## src/design/venturi_pressure_flow_meter_unit_macros.svh

```systemverilog
// Assertion macros shared by the flow meter modules.
`ifndef VENTURI_PRESSURE_FLOW_METER_UNIT_MACROS_SVH
`define VENTURI_PRESSURE_FLOW_METER_UNIT_MACROS_SVH

// Consequent must hold in the same cycle as the antecedent.
`define VPFM_ASSERT_NOW(label, clk, rst_n, ante, cons, msg) \
	label: assert property (@(posedge clk) disable iff (!rst_n) (ante) |-> (cons)) \
		else $error(msg);

// Consequent must hold in the cycle after the antecedent.
`define VPFM_ASSERT_NEXT(label, clk, rst_n, ante, cons, msg) \
	label: assert property (@(posedge clk) disable iff (!rst_n) (ante) |=> (cons)) \
		else $error(msg);

`endif

```

## src/design/vpfm_pkg.sv

```systemverilog
// Shared types, widths, reset values and helper functions of the flow meter.
package vpfm_pkg;

	localparam int COUNT_W     = 14;
	localparam int GAIN_W      = 24;
	localparam int THR_W       = 16;
	localparam int PRES_W      = 20;
	localparam int FLOW_W      = 16;
	localparam int SUM_W       = 26;
	localparam int CNT_MAX_W   = 6;
	localparam int STATUS_W    = 2;
	localparam int ACTION_W    = 2;
	localparam int BYTE_W      = 8;
	localparam int CFG_IDX_W   = 3;
	localparam int CFG_DATA_W  = 24;
	localparam int ROUND_SHIFT = 16;
	localparam int PROD_W      = COUNT_W + GAIN_W;
	localparam int RND_W       = PROD_W - ROUND_SHIFT + 1;
	localparam int RAW_W       = RND_W + 1;
	localparam int OPND_W      = SUM_W - 1;
	localparam int REM_W       = 14;
	localparam int ROOT_W      = PRES_W / 2;
	localparam int SQRT_STEPS  = PRES_W / 2;
	localparam int DIV_STEPS   = OPND_W;
	localparam int STEP_W      = 5;

	localparam int ZERO_SAMPLES_DEF = 32;

	localparam logic [COUNT_W-1:0] COUNT_OFFSET_RST   = 14'd8192;
	localparam logic [GAIN_W-1:0]  PRESSURE_GAIN_RST  = 24'd2547816;
	localparam logic [THR_W-1:0]   FLOW_THRESHOLD_RST = 16'd256;
	localparam logic [GAIN_W-1:0]  CFM_GAIN_RST       = 24'd1850540;
	localparam logic [GAIN_W-1:0]  M3H_GAIN_RST       = 24'd3144090;

	typedef enum logic [ACTION_W-1:0] {
		ACT_MEASURE = 2'd0,
		ACT_SAMPLE  = 2'd1,
		ACT_COMMIT  = 2'd2
	} action_t;

	typedef enum logic [CFG_IDX_W-1:0] {
		REG_COUNT_OFFSET   = 3'd0,
		REG_PRESSURE_GAIN  = 3'd1,
		REG_FLOW_THRESHOLD = 3'd2,
		REG_CFM_GAIN       = 3'd3,
		REG_M3H_GAIN       = 3'd4
	} cfg_idx_t;

	typedef enum logic [3:0] {
		S_IDLE,
		S_MUL_P,
		S_RAW,
		S_PRES,
		S_CHECK,
		S_ROOT,
		S_MUL_C,
		S_MUL_M,
		S_FLOW_M,
		S_DIV,
		S_DONE
	} state_t;

	typedef enum logic {
		OP_SQRT,
		OP_DIV
	} iu_op_t;

	typedef struct packed {
		logic   start;
		iu_op_t op;
	} iu_req_t;

	typedef struct packed {
		logic busy;
		logic done;
	} iu_stat_t;

	// Clamp a wide signed value into the pressure range.
	function automatic logic signed [PRES_W-1:0] sat_pres(input logic signed [RAW_W:0] v);
		logic [RAW_W-PRES_W+1:0] hi;
		hi = v[RAW_W:PRES_W-1];
		if (hi == '0 || hi == '1) begin
			return v[PRES_W-1:0];
		end else if (v[RAW_W]) begin
			return {1'b1, {(PRES_W-1){1'b0}}};
		end else begin
			return {1'b0, {(PRES_W-1){1'b1}}};
		end
	endfunction

	// Clamp a rounded product to the flow range.
	function automatic logic [FLOW_W-1:0] sat_flow(input logic [RND_W-1:0] v);
		if (|v[RND_W-1:FLOW_W]) begin
			return '1;
		end else begin
			return v[FLOW_W-1:0];
		end
	endfunction

endpackage

```

## src/design/vpfm_if.sv

```systemverilog
// Handshake channels of the flow meter: sensor requests, results, register writes.
interface vpfm_in_if;
	import vpfm_pkg::*;
	logic                valid;
	logic                ready;
	logic [ACTION_W-1:0] action;
	logic                read_ok;
	logic [BYTE_W-1:0]   byte_high;
	logic [BYTE_W-1:0]   byte_low;
	modport source (output valid, action, read_ok, byte_high, byte_low, input ready);
	modport sink (input valid, action, read_ok, byte_high, byte_low, output ready);
endinterface

interface vpfm_out_if;
	import vpfm_pkg::*;
	logic                     valid;
	logic                     ready;
	logic                     read_valid;
	logic [STATUS_W-1:0]      sensor_status;
	logic signed [PRES_W-1:0] pressure;
	logic [FLOW_W-1:0]        flow_cfm;
	logic [FLOW_W-1:0]        flow_m3h;
	logic                     zero_failed;
	modport source (output valid, read_valid, sensor_status, pressure, flow_cfm, flow_m3h,
		zero_failed, input ready);
	modport sink (input valid, read_valid, sensor_status, pressure, flow_cfm, flow_m3h,
		zero_failed, output ready);
endinterface

interface vpfm_cfg_if;
	import vpfm_pkg::*;
	logic                  valid;
	logic                  ready;
	logic [CFG_IDX_W-1:0]  index;
	logic [CFG_DATA_W-1:0] data;
	modport source (output valid, index, data, input ready);
	modport sink (input valid, index, data, output ready);
endinterface

```

## src/design/vpfm_mul.sv

```systemverilog
// Registered multiplier with round-half-up by 2^16.
module vpfm_mul (
	input  logic                          clk,
	input  logic                          start,
	input  logic [vpfm_pkg::COUNT_W-1:0]  a,
	input  logic [vpfm_pkg::GAIN_W-1:0]   b,
	output logic [vpfm_pkg::RND_W-1:0]    rnd
);
	import vpfm_pkg::*;

	localparam logic [PROD_W:0] HALF = (PROD_W+1)'(2 ** (ROUND_SHIFT - 1));

	logic [PROD_W-1:0] prod_q;
	logic [PROD_W:0]   sum;

	always_ff @(posedge clk) begin
		if (start) begin
			prod_q <= PROD_W'(a) * PROD_W'(b);
		end
	end

	assign sum = {1'b0, prod_q} + HALF;
	assign rnd = sum[PROD_W:ROUND_SHIFT];

endmodule

```

## src/design/vpfm_iu.sv

```systemverilog
// Shared compare-subtract unit: digit-by-digit square root and restoring division.
`include "venturi_pressure_flow_meter_unit_macros.svh"

module vpfm_iu (
	input  logic                            clk,
	input  logic                            arst_n,
	input  vpfm_pkg::iu_req_t               req,
	input  logic [vpfm_pkg::OPND_W-1:0]     opnd,
	input  logic [vpfm_pkg::CNT_MAX_W-1:0]  dvsr,
	output vpfm_pkg::iu_stat_t              stat,
	output logic [vpfm_pkg::OPND_W-1:0]     result
);
	import vpfm_pkg::*;

	logic                 busy_q;
	logic                 done_q;
	iu_op_t               op_q;
	logic [STEP_W-1:0]    step_q;
	logic [OPND_W-1:0]    src_q;
	logic [REM_W-1:0]     rem_q;
	logic [OPND_W-1:0]    res_q;
	logic [CNT_MAX_W-1:0] dvsr_q;

	logic [REM_W-1:0] rem_sh;
	logic [REM_W-1:0] trial;
	logic             fits;

	// sqrt brings down two bits per step against 4r+1, divide one bit against the divisor
	always_comb begin
		if (op_q == OP_SQRT) begin
			rem_sh = {rem_q[REM_W-3:0], src_q[OPND_W-1 -: 2]};
			trial  = REM_W'({res_q[ROOT_W-1:0], 2'b01});
		end else begin
			rem_sh = {rem_q[REM_W-2:0], src_q[OPND_W-1]};
			trial  = REM_W'(dvsr_q);
		end
		fits = rem_sh >= trial;
	end

	always_ff @(posedge clk or negedge arst_n) begin
		if (!arst_n) begin
			busy_q <= 1'b0;
			done_q <= 1'b0;
		end else begin
			done_q <= 1'b0;
			if (req.start) begin
				busy_q <= 1'b1;
			end else if (busy_q && step_q == STEP_W'(1)) begin
				busy_q <= 1'b0;
				done_q <= 1'b1;
			end
		end
	end

	always_ff @(posedge clk) begin
		if (req.start) begin
			op_q   <= req.op;
			rem_q  <= '0;
			res_q  <= '0;
			dvsr_q <= dvsr;
			if (req.op == OP_SQRT) begin
				src_q  <= {opnd[PRES_W-1:0], (OPND_W-PRES_W)'(0)};
				step_q <= STEP_W'(SQRT_STEPS);
			end else begin
				src_q  <= opnd;
				step_q <= STEP_W'(DIV_STEPS);
			end
		end else if (busy_q) begin
			rem_q  <= fits ? rem_sh - trial : rem_sh;
			res_q  <= {res_q[OPND_W-2:0], fits};
			src_q  <= (op_q == OP_SQRT) ? src_q << 2 : src_q << 1;
			step_q <= step_q - STEP_W'(1);
		end
	end

	assign stat.busy = busy_q;
	assign stat.done = done_q;
	assign result    = res_q;

	`VPFM_ASSERT_NEXT(a_start_busy, clk, arst_n, req.start, stat.busy, "unit not busy after start")
	`VPFM_ASSERT_NOW(a_done_idle, clk, arst_n, stat.done, !stat.busy && !req.start, "done while busy")
	`VPFM_ASSERT_NOW(a_busy_steps, clk, arst_n, busy_q, step_q != '0, "busy with no steps left")
	`VPFM_ASSERT_NOW(a_root_range, clk, arst_n, stat.done && op_q == OP_SQRT, result[OPND_W-1:ROOT_W] == '0, "root too wide")

endmodule

```

## src/design/venturi_pressure_flow_meter_unit.sv

```systemverilog
// Venturi flow meter top level: frame unpack, pressure, zeroing and flow sequencer.
//
// Each request carries the two leading bytes of a differential pressure frame and a read-ok
// flag; the block returns one result per request. The count is scaled to 1/256 Pa by the
// Q16 pressure_gain (rounded, ties away from zero), then measure requests subtract the stored
// zero offset and saturate to 20 bits; above flow_threshold the flow is the integer root of the
// pressure times cfm_gain / m3h_gain (Q16, rounded, saturated to 16 bits). Zeroing requests
// report the uncorrected pressure and collect good status-0 readings up to ZERO_SAMPLES; a
// commit request loads the truncated average into the zero offset, or raises zero_failed and
// keeps the old one when nothing was collected. One request is in work at a time: the count
// is scaled in the multiplier, rounded, offset-corrected and checked; a flowing measurement
// then takes the square root and the two flow products, and a commit with samples the offset
// division, before the result is loaded into the output register and the next request is
// taken. The time taken is set by the shared compare-subtract unit, which spends 10 steps on
// the square root and 25 on the offset division, plus one pass through the single multiplier
// for each product. A finished result sits in an output register, so the next request is taken
// while it waits; a result still waiting there holds back the loading of the next one.
// Register writes go through at any time and take effect at once.
`include "venturi_pressure_flow_meter_unit_macros.svh"

module venturi_pressure_flow_meter_unit #(
	parameter int ZERO_SAMPLES = vpfm_pkg::ZERO_SAMPLES_DEF
) (
	input  logic        clk,
	input  logic        arst_n,
	vpfm_in_if.sink     sample,
	vpfm_out_if.source  result,
	vpfm_cfg_if.sink    cfg
);
	import vpfm_pkg::*;

	localparam int CNT_W = $clog2(ZERO_SAMPLES + 1);

	// configuration
	logic [COUNT_W-1:0] count_offset_q;
	logic [GAIN_W-1:0]  pressure_gain_q;
	logic [THR_W-1:0]   flow_threshold_q;
	logic [GAIN_W-1:0]  cfm_gain_q;
	logic [GAIN_W-1:0]  m3h_gain_q;

	// zeroing state
	logic signed [PRES_W-1:0] zero_offset_q;
	logic signed [SUM_W-1:0]  zero_sum_q;
	logic [CNT_W-1:0]         zero_cnt_q;

	// sequencer
	state_t state_q;
	state_t state_d;

	// request in work
	logic [ACTION_W-1:0]      action_q;
	logic                     ok_q;
	logic [STATUS_W-1:0]      status_q;
	logic                     neg_q;
	logic [COUNT_W-1:0]       mag_q;
	logic signed [RAW_W-1:0]  raw_q;
	logic signed [PRES_W-1:0] pres_q;
	logic [FLOW_W-1:0]        fc_q;
	logic [FLOW_W-1:0]        fm_q;
	logic                     failed_q;
	logic                     div_neg_q;

	// output register
	logic                     out_valid_q;
	logic                     out_rv_q;
	logic [STATUS_W-1:0]      out_status_q;
	logic signed [PRES_W-1:0] out_pres_q;
	logic [FLOW_W-1:0]        out_fc_q;
	logic [FLOW_W-1:0]        out_fm_q;
	logic                     out_failed_q;

	// shared units
	logic                 mul_start;
	logic [COUNT_W-1:0]   mul_a;
	logic [GAIN_W-1:0]    mul_b;
	logic [RND_W-1:0]     mul_rnd;
	iu_req_t              iu_req;
	iu_stat_t             iu_stat;
	logic [OPND_W-1:0]    iu_opnd;
	logic [OPND_W-1:0]    iu_result;

	// per-state decisions
	logic                     sample_ready;
	logic                     out_load;
	logic [COUNT_W-1:0]       in_count;
	logic [COUNT_W:0]         in_diff;
	logic                     is_sample;
	logic                     is_commit;
	logic                     take_sample;
	logic                     flow_on;
	logic                     cnt_nz;
	logic                     sum_neg;
	logic [SUM_W-1:0]         sum_mag;
	logic [RAW_W-1:0]         rnd_ext;
	logic signed [RAW_W:0]    corr_sub;
	logic [PRES_W-1:0]        quot;

	// frame unpack: status is the top two bits of the high byte, count the rest
	assign in_count = {sample.byte_high[COUNT_W-BYTE_W-1:0], sample.byte_low};
	assign in_diff  = {1'b0, in_count} - {1'b0, count_offset_q};

	assign is_sample   = action_q == ACT_SAMPLE;
	assign is_commit   = action_q == ACT_COMMIT;
	assign take_sample = is_sample && ok_q && status_q == '0 &&
		zero_cnt_q < CNT_W'(ZERO_SAMPLES);
	// threshold is unsigned, so a negative pressure never flows
	assign flow_on = !pres_q[PRES_W-1] && pres_q[PRES_W-2:0] > (PRES_W-1)'(flow_threshold_q);
	assign cnt_nz  = zero_cnt_q != '0;

	// divide magnitudes and fix the sign after, which truncates toward zero
	assign sum_neg = zero_sum_q[SUM_W-1];
	assign sum_mag = sum_neg ? -zero_sum_q : zero_sum_q;
	assign iu_opnd = is_commit ? sum_mag[OPND_W-1:0] : OPND_W'($unsigned(pres_q));
	assign quot    = iu_result[PRES_W-1:0];

	assign rnd_ext  = {1'b0, mul_rnd};
	// zeroing and commit requests report the pressure without the offset
	assign corr_sub = {raw_q[RAW_W-1], raw_q} -
		((is_sample || is_commit) ? '0 : (RAW_W+1)'(zero_offset_q));

	vpfm_mul u_mul (
		.clk   (clk),
		.start (mul_start),
		.a     (mul_a),
		.b     (mul_b),
		.rnd   (mul_rnd)
	);

	vpfm_iu u_iu (
		.clk    (clk),
		.arst_n (arst_n),
		.req    (iu_req),
		.opnd   (iu_opnd),
		.dvsr   (CNT_MAX_W'(zero_cnt_q)),
		.stat   (iu_stat),
		.result (iu_result)
	);

	// next state
	always_comb begin
		state_d = state_q;
		unique case (state_q)
			S_IDLE: begin
				if (sample.valid) begin
					state_d = S_MUL_P;
				end
			end
			S_MUL_P: state_d = S_RAW;
			S_RAW:   state_d = S_PRES;
			S_PRES:  state_d = S_CHECK;
			S_CHECK: begin
				priority if (is_commit) begin
					state_d = cnt_nz ? S_DIV : S_DONE;
				end else if (is_sample) begin
					state_d = S_DONE;
				end else begin
					state_d = flow_on ? S_ROOT : S_DONE;
				end
			end
			S_ROOT: begin
				if (iu_stat.done) begin
					state_d = S_MUL_C;
				end
			end
			S_MUL_C:  state_d = S_MUL_M;
			S_MUL_M:  state_d = S_FLOW_M;
			S_FLOW_M: state_d = S_DONE;
			S_DIV: begin
				if (iu_stat.done) begin
					state_d = S_DONE;
				end
			end
			S_DONE: begin
				if (!out_valid_q || result.ready) begin
					state_d = S_IDLE;
				end
			end
			default: state_d = S_IDLE;
		endcase
	end

	// sequencer outputs
	always_comb begin
		sample_ready = 1'b0;
		out_load     = 1'b0;
		mul_start    = 1'b0;
		mul_a        = mag_q;
		mul_b        = pressure_gain_q;
		iu_req.start = 1'b0;
		iu_req.op    = OP_SQRT;
		unique case (state_q)
			S_IDLE:  sample_ready = 1'b1;
			S_MUL_P: mul_start = 1'b1;
			S_CHECK: begin
				if (is_commit) begin
					iu_req.start = cnt_nz;
					iu_req.op    = OP_DIV;
				end else if (!is_sample) begin
					iu_req.start = flow_on;
				end
			end
			S_MUL_C: begin
				mul_start = 1'b1;
				mul_a     = COUNT_W'(iu_result[ROOT_W-1:0]);
				mul_b     = cfm_gain_q;
			end
			S_MUL_M: begin
				mul_start = 1'b1;
				mul_a     = COUNT_W'(iu_result[ROOT_W-1:0]);
				mul_b     = m3h_gain_q;
			end
			S_DONE:  out_load = !out_valid_q || result.ready;
			default: ;
		endcase
	end

	// control state, configuration and zeroing registers
	always_ff @(posedge clk or negedge arst_n) begin
		if (!arst_n) begin
			state_q          <= S_IDLE;
			out_valid_q      <= 1'b0;
			count_offset_q   <= COUNT_OFFSET_RST;
			pressure_gain_q  <= PRESSURE_GAIN_RST;
			flow_threshold_q <= FLOW_THRESHOLD_RST;
			cfm_gain_q       <= CFM_GAIN_RST;
			m3h_gain_q       <= M3H_GAIN_RST;
			zero_offset_q    <= '0;
			zero_sum_q       <= '0;
			zero_cnt_q       <= '0;
		end else begin
			state_q <= state_d;

			if (out_load) begin
				out_valid_q <= 1'b1;
			end else if (result.ready) begin
				out_valid_q <= 1'b0;
			end

			if (cfg.valid) begin
				unique case (cfg_idx_t'(cfg.index))
					REG_COUNT_OFFSET:   count_offset_q   <= cfg.data[COUNT_W-1:0];
					REG_PRESSURE_GAIN:  pressure_gain_q  <= cfg.data[GAIN_W-1:0];
					REG_FLOW_THRESHOLD: flow_threshold_q <= cfg.data[THR_W-1:0];
					REG_CFM_GAIN:       cfm_gain_q       <= cfg.data[GAIN_W-1:0];
					REG_M3H_GAIN:       m3h_gain_q       <= cfg.data[GAIN_W-1:0];
					default: ;
				endcase
			end

			// the divider latches sum and count on its start edge, so clearing here is safe
			if (state_q == S_CHECK) begin
				if (take_sample) begin
					zero_sum_q <= zero_sum_q + SUM_W'(pres_q);
					zero_cnt_q <= zero_cnt_q + CNT_W'(1);
				end else if (is_commit) begin
					zero_sum_q <= '0;
					zero_cnt_q <= '0;
				end
			end

			if (state_q == S_DIV && iu_stat.done) begin
				zero_offset_q <= div_neg_q ? -quot : quot;
			end
		end
	end

	// datapath
	always_ff @(posedge clk) begin
		unique case (state_q)
			S_IDLE: begin
				if (sample.valid) begin
					action_q <= sample.action;
					ok_q     <= sample.read_ok;
					status_q <= sample.byte_high[BYTE_W-1 -: STATUS_W];
					neg_q    <= in_diff[COUNT_W];
					mag_q    <= in_diff[COUNT_W] ? COUNT_W'(-in_diff) : in_diff[COUNT_W-1:0];
					fc_q     <= '0;
					fm_q     <= '0;
					failed_q <= 1'b0;
				end
			end
			S_RAW:   raw_q <= neg_q ? -rnd_ext : rnd_ext;
			S_PRES:  pres_q <= sat_pres(corr_sub);
			S_CHECK: begin
				div_neg_q <= sum_neg;
				if (is_commit && !cnt_nz) begin
					failed_q <= 1'b1;
				end
			end
			S_MUL_M:  fc_q <= sat_flow(mul_rnd);
			S_FLOW_M: fm_q <= sat_flow(mul_rnd);
			default: ;
		endcase

		// a failed read reports only its flag and the commit outcome
		if (out_load) begin
			out_rv_q     <= ok_q;
			out_status_q <= ok_q ? status_q : '0;
			out_pres_q   <= ok_q ? pres_q : '0;
			out_fc_q     <= ok_q ? fc_q : '0;
			out_fm_q     <= ok_q ? fm_q : '0;
			out_failed_q <= failed_q;
		end
	end

	assign sample.ready         = sample_ready;
	assign cfg.ready            = 1'b1;
	assign result.valid         = out_valid_q;
	assign result.read_valid    = out_rv_q;
	assign result.sensor_status = out_status_q;
	assign result.pressure      = out_pres_q;
	assign result.flow_cfm      = out_fc_q;
	assign result.flow_m3h      = out_fm_q;
	assign result.zero_failed   = out_failed_q;

	`VPFM_ASSERT_NOW(a_cnt_cap, clk, arst_n, 1'b1, zero_cnt_q <= CNT_W'(ZERO_SAMPLES), "sample count above cap")
	`VPFM_ASSERT_NEXT(a_accept_seq, clk, arst_n, sample.valid && sample.ready, state_q == S_MUL_P, "request not started")
	`VPFM_ASSERT_NOW(a_iu_free, clk, arst_n, iu_req.start, !iu_stat.busy, "shared unit restarted while busy")
	`VPFM_ASSERT_NOW(a_bad_read_quiet, clk, arst_n, result.valid && !result.read_valid, result.pressure == '0 && result.flow_cfm == '0 && result.flow_m3h == '0 && result.sensor_status == '0, "failed read carries data")

endmodule

```

## src/flat_wrapper.sv

```systemverilog
// flat-port wrapper written by rule: the top's interface ports become plain ports
module venturi_pressure_flow_meter_unit_flat import vpfm_pkg::*;
#(
	parameter int ZERO_SAMPLES = vpfm_pkg::ZERO_SAMPLES_DEF
)
  (clk, arst_n, sample_valid, sample_action, sample_read_ok, sample_byte_high, sample_byte_low, sample_ready, result_valid, result_read_valid, result_sensor_status, result_pressure, result_flow_cfm, result_flow_m3h, result_zero_failed, result_ready, cfg_valid, cfg_index, cfg_data, cfg_ready);
  vpfm_in_if sample_i ();
  vpfm_out_if result_i ();
  vpfm_cfg_if cfg_i ();
  input  logic clk;
  input  logic arst_n;
  input wire logic [$bits(sample_i.valid)-1:0] sample_valid;
  input wire logic [$bits(sample_i.action)-1:0] sample_action;
  input wire logic [$bits(sample_i.read_ok)-1:0] sample_read_ok;
  input wire logic [$bits(sample_i.byte_high)-1:0] sample_byte_high;
  input wire logic [$bits(sample_i.byte_low)-1:0] sample_byte_low;
  output wire logic [$bits(sample_i.ready)-1:0] sample_ready;
  output wire logic [$bits(result_i.valid)-1:0] result_valid;
  output wire logic [$bits(result_i.read_valid)-1:0] result_read_valid;
  output wire logic [$bits(result_i.sensor_status)-1:0] result_sensor_status;
  output wire logic [$bits(result_i.pressure)-1:0] result_pressure;
  output wire logic [$bits(result_i.flow_cfm)-1:0] result_flow_cfm;
  output wire logic [$bits(result_i.flow_m3h)-1:0] result_flow_m3h;
  output wire logic [$bits(result_i.zero_failed)-1:0] result_zero_failed;
  input wire logic [$bits(result_i.ready)-1:0] result_ready;
  input wire logic [$bits(cfg_i.valid)-1:0] cfg_valid;
  input wire logic [$bits(cfg_i.index)-1:0] cfg_index;
  input wire logic [$bits(cfg_i.data)-1:0] cfg_data;
  output wire logic [$bits(cfg_i.ready)-1:0] cfg_ready;
  assign sample_i.valid = sample_valid;
  assign sample_i.action = sample_action;
  assign sample_i.read_ok = sample_read_ok;
  assign sample_i.byte_high = sample_byte_high;
  assign sample_i.byte_low = sample_byte_low;
  assign sample_ready = sample_i.ready;
  assign result_valid = result_i.valid;
  assign result_read_valid = result_i.read_valid;
  assign result_sensor_status = result_i.sensor_status;
  assign result_pressure = result_i.pressure;
  assign result_flow_cfm = result_i.flow_cfm;
  assign result_flow_m3h = result_i.flow_m3h;
  assign result_zero_failed = result_i.zero_failed;
  assign result_i.ready = result_ready;
  assign cfg_i.valid = cfg_valid;
  assign cfg_i.index = cfg_index;
  assign cfg_i.data = cfg_data;
  assign cfg_ready = cfg_i.ready;
  venturi_pressure_flow_meter_unit #(.ZERO_SAMPLES(ZERO_SAMPLES)) u_core (.clk(clk), .arst_n(arst_n), .sample(sample_i), .result(result_i), .cfg(cfg_i));
endmodule
```

## config.mk

```make
export PLATFORM = sky130hd
export DESIGN_NAME = venturi_pressure_flow_meter_unit_flat
export DESIGN_NICKNAME = d
export VERILOG_FILES = /design/src/design/vpfm_pkg.sv /design/src/design/vpfm_if.sv /design/src/design/vpfm_mul.sv /design/src/design/vpfm_iu.sv /design/src/design/venturi_pressure_flow_meter_unit.sv /design/src/flat_wrapper.sv
export VERILOG_INCLUDE_DIRS = /design/src /design/src/design
export SDC_FILE = /design/constraint.sdc
export NUM_CORES = 2
export LEC_CHECK = 0
export BUFFER_PORTS_ARGS = -buffer_cell sky130_fd_sc_hd__buf_2
export CORE_ASPECT_RATIO = 0.6
export CORE_MARGIN = 1.5
export CORE_UTILIZATION = 35
export DETAILED_ROUTE_END_ITERATION = 8
export PLACE_DENSITY = 0.47
export SYNTH_ARGS = -nofsm -noshare
export SYNTH_HDL_FRONTEND = slang
export SYNTH_SLANG_ARGS = --single-unit
export TNS_END_PERCENT = 5
```

## constraint.sdc

```tcl
create_clock -name clk -period 18 [get_ports clk]
set_clock_uncertainty 0.05 [all_clocks]
set_input_delay 0 -clock clk [delete_from_list [all_inputs] [get_ports clk]]
set_output_delay 0 -clock clk [all_outputs]
set_load 0.02 [all_outputs]
```

==> run metrics <==
clock root cell=clkbuf_16; setup bufs post-CTS=0; Max-Cap Viols=0; initial antenna violation count=4; CTS Buf Count=45; commonest non-fill, non-tap cell in the layout=nand2_1; hold crit path type=primary input to register; commonest cells after routing, fill and taps aside=434 x nand2_1, 369 x inv_1, 293 x nor2_1; fmax=103 MHz; Final Max Slew Viols=0; largest area contributor in the netlist=edfxtp_1; arrival time worst endpoint=10.05 ns; drt via density=5.16; port bufs=108; CP required=18.31 ns; gr ovfl total=0; vias in the first global route=24,000; Post-CTS Hold Fix Bufs=46; CP max stage delay=1.08 ns; placer congestion estimate=0.915; Final min period=9.74 ns; Startpoint Class=register; register area share after synthesis=33.7%; Mapped Nets=3,950; Area Overhead vs Synth=12.0%; Synth top area share=19.4%; RSZ-0062 raised after global routing=false; first drt pass iteration count=6; reg-to-reg startpoint=u_core.state_q[3]; first-pass GRT wire length=155,000 µm; Core Region=0.0938 mm²; proportion of layout cells with a drive suffix above 1=11.3%; cell family with most CP delay=adder cells; Worst setup EP type=register; Total Wirelength=103,000 µm; total track usage=21.4%; number of synthesized flops with an enable pin=214; clk sinks=408; average wire per standard cell=21.2 µm; post-CTS sizing=0; top cells by area, synth=edfxtp_1 19%, fa_1 16%, dfrtp_1 9.4%, ha_1 7.6%, nand2_1 4.9%; DR vias=24,900; Synthesis Warnings=0; synthesized instance count=3,433; #FFs+latches synth=408; reg-to-reg slack, setup=8.26 ns; CP startpoint=u_core.state_q[3]; clock buffer depth=3; Tcrit/Tclk final=54.1%; Crit Path Category=register to register; # nets final=4,066; remaining antenna violation count=0; Reg clk slew, reported paths=0.07 ns; Rows=87; setup TNS=0 ns; initial DRC count=1,953; clock latency on the worst-skew pair=0.63 ns; DIE AREA=0.0964 mm²; pin count of the biggest net entering global routing=67; Syn Area/Cell=9.64 µm²; Setup Viol. Count Final=0; ys async rst share=39.5%; most used cell, CP=fa_1; Ports=110; crit-path max FO=61; worst slew pin tran=1.24 ns; die width=400 µm; status=complete, no violations; CTS tree=done; Netlist cell types=80; H-tree depth=2; synthesized cell area=0.0331 mm²; Worst Hold Launch=sample_byte_high[4]; die height=241 µm; CP max-delay cell=mux2i_1; final hold violation count=0; top_reg_cell synth=edfxtp_1; hpwl dp=79,900 µm; max_slew headroom=14.8%; Buf/Inv on CP=6; Initial Util=35.3%; DRC=0
==> cell families after synthesis <==
group                    count (synthesis)  share of synthesized area, %
AO/OA/AOI/OAI                          594                          11.5
buffers and inverters                  510                          5.82
AND/OR/NAND/NOR                       1117                          15.5
other                                    1                        0.0113
XOR/XNOR                               185                          4.90
multiplexers                           151                          4.91
adder cells (fa/ha/maj)                467                          23.6
flip-flops                             408                          33.7
==> synth_stat cells (all sizes together) (20+ instances only) <==
library cell,n
o31ai,23
xor2,73
nand3,62
or3,20
mux2i,62
a21o,50
ha,202
a22oi,30
o21a,26
clkbuf,124
a31oi,28
edfxtp,214
nor2b,35
nor2,297
a211oi,42
nand2b,42
o211ai,22
inv,370
dfstp,37
dfxtp,33
o21ai,179
a21oi,108
dfrtp,124
xnor2,112
nor3,46
and2,89
nand2,435
mux2,89
fa,264
==> state kept, by name (all words and copies together), names as in the netlist, 23 cells and up <==
register                cells
u_core.pressure_gain_q     24
u_core.cfm_gain_q          24
u_core.u_mul.prod_q        23
u_core.m3h_gain_q          24
u_core.raw_q               24
u_core.zero_sum_q          26
u_core.u_iu.src_q          25
==> through the flow <==
step / utilization, % / cells / worst slack [ns] / hold WS, ns / cell area [µm²]
floorplan: - / 3433 / 9.98 / -0.346 / 33100
global placement: 37.4 / 4702 / 8.75 / -0.0758 / 35100
detailed placement: 37.4 / 4702 / 8.53 / -0.0754 / 35100
CTS: 39.5 / 4832 / 8.49 / 0.00149 / 37000
global route: 39.5 / 4832 / 7.76 / 0.0231 / 37000
finish: 39.5 / 4834 / 8.26 / 0.0272 / 37000
==> per-layer routing <==
layer / GRT usage (%) / share of wire, %
met3: 5.86 / 8.2
met1: 34.8 / 53
met5: 0 / 0.021
met4: 4.27 / 1.9
met2: 27.3 / 37
==> tightest hold or removal path: stages <==
cell and delay (ns):
buf_2 0.09, ha_1 0.18, xnor2_1 0.12, xnor2_1 0.20
==> final timing paths <==
| kind | endpoint | depth (start not counted) |
|---|---|---|
| worst min register to register | u_core.u_iu.rem_q[12] | 2 |
| max in group asynchronous | u_core.m3h_gain_q[10] | 4 |
| worst min-delay path | u_core.mag_q[12] | 4 |
| worst max register to register | u_core.u_mul.prod_q[34] | 26 |
| min in group asynchronous | u_core.flow_threshold_q[8] | 3 |
| worst max-delay path | u_core.u_mul.prod_q[34] | 26 |
==> area by class of cell <==
class	count	area [µm²]
inverters	371	1390
diodes	2	5.00
clock inverters	33	284
fillers	9478	56800
multi-input cells	2515	20000
well taps	1246	1560
repair buffers	208	1430
clock buffers	51	1160
flip-flops and latches	408	11200
Power is left out: the tool's default activity adds up to more than one toggle a clock period on the data nets, which glitch-free logic cannot reach.
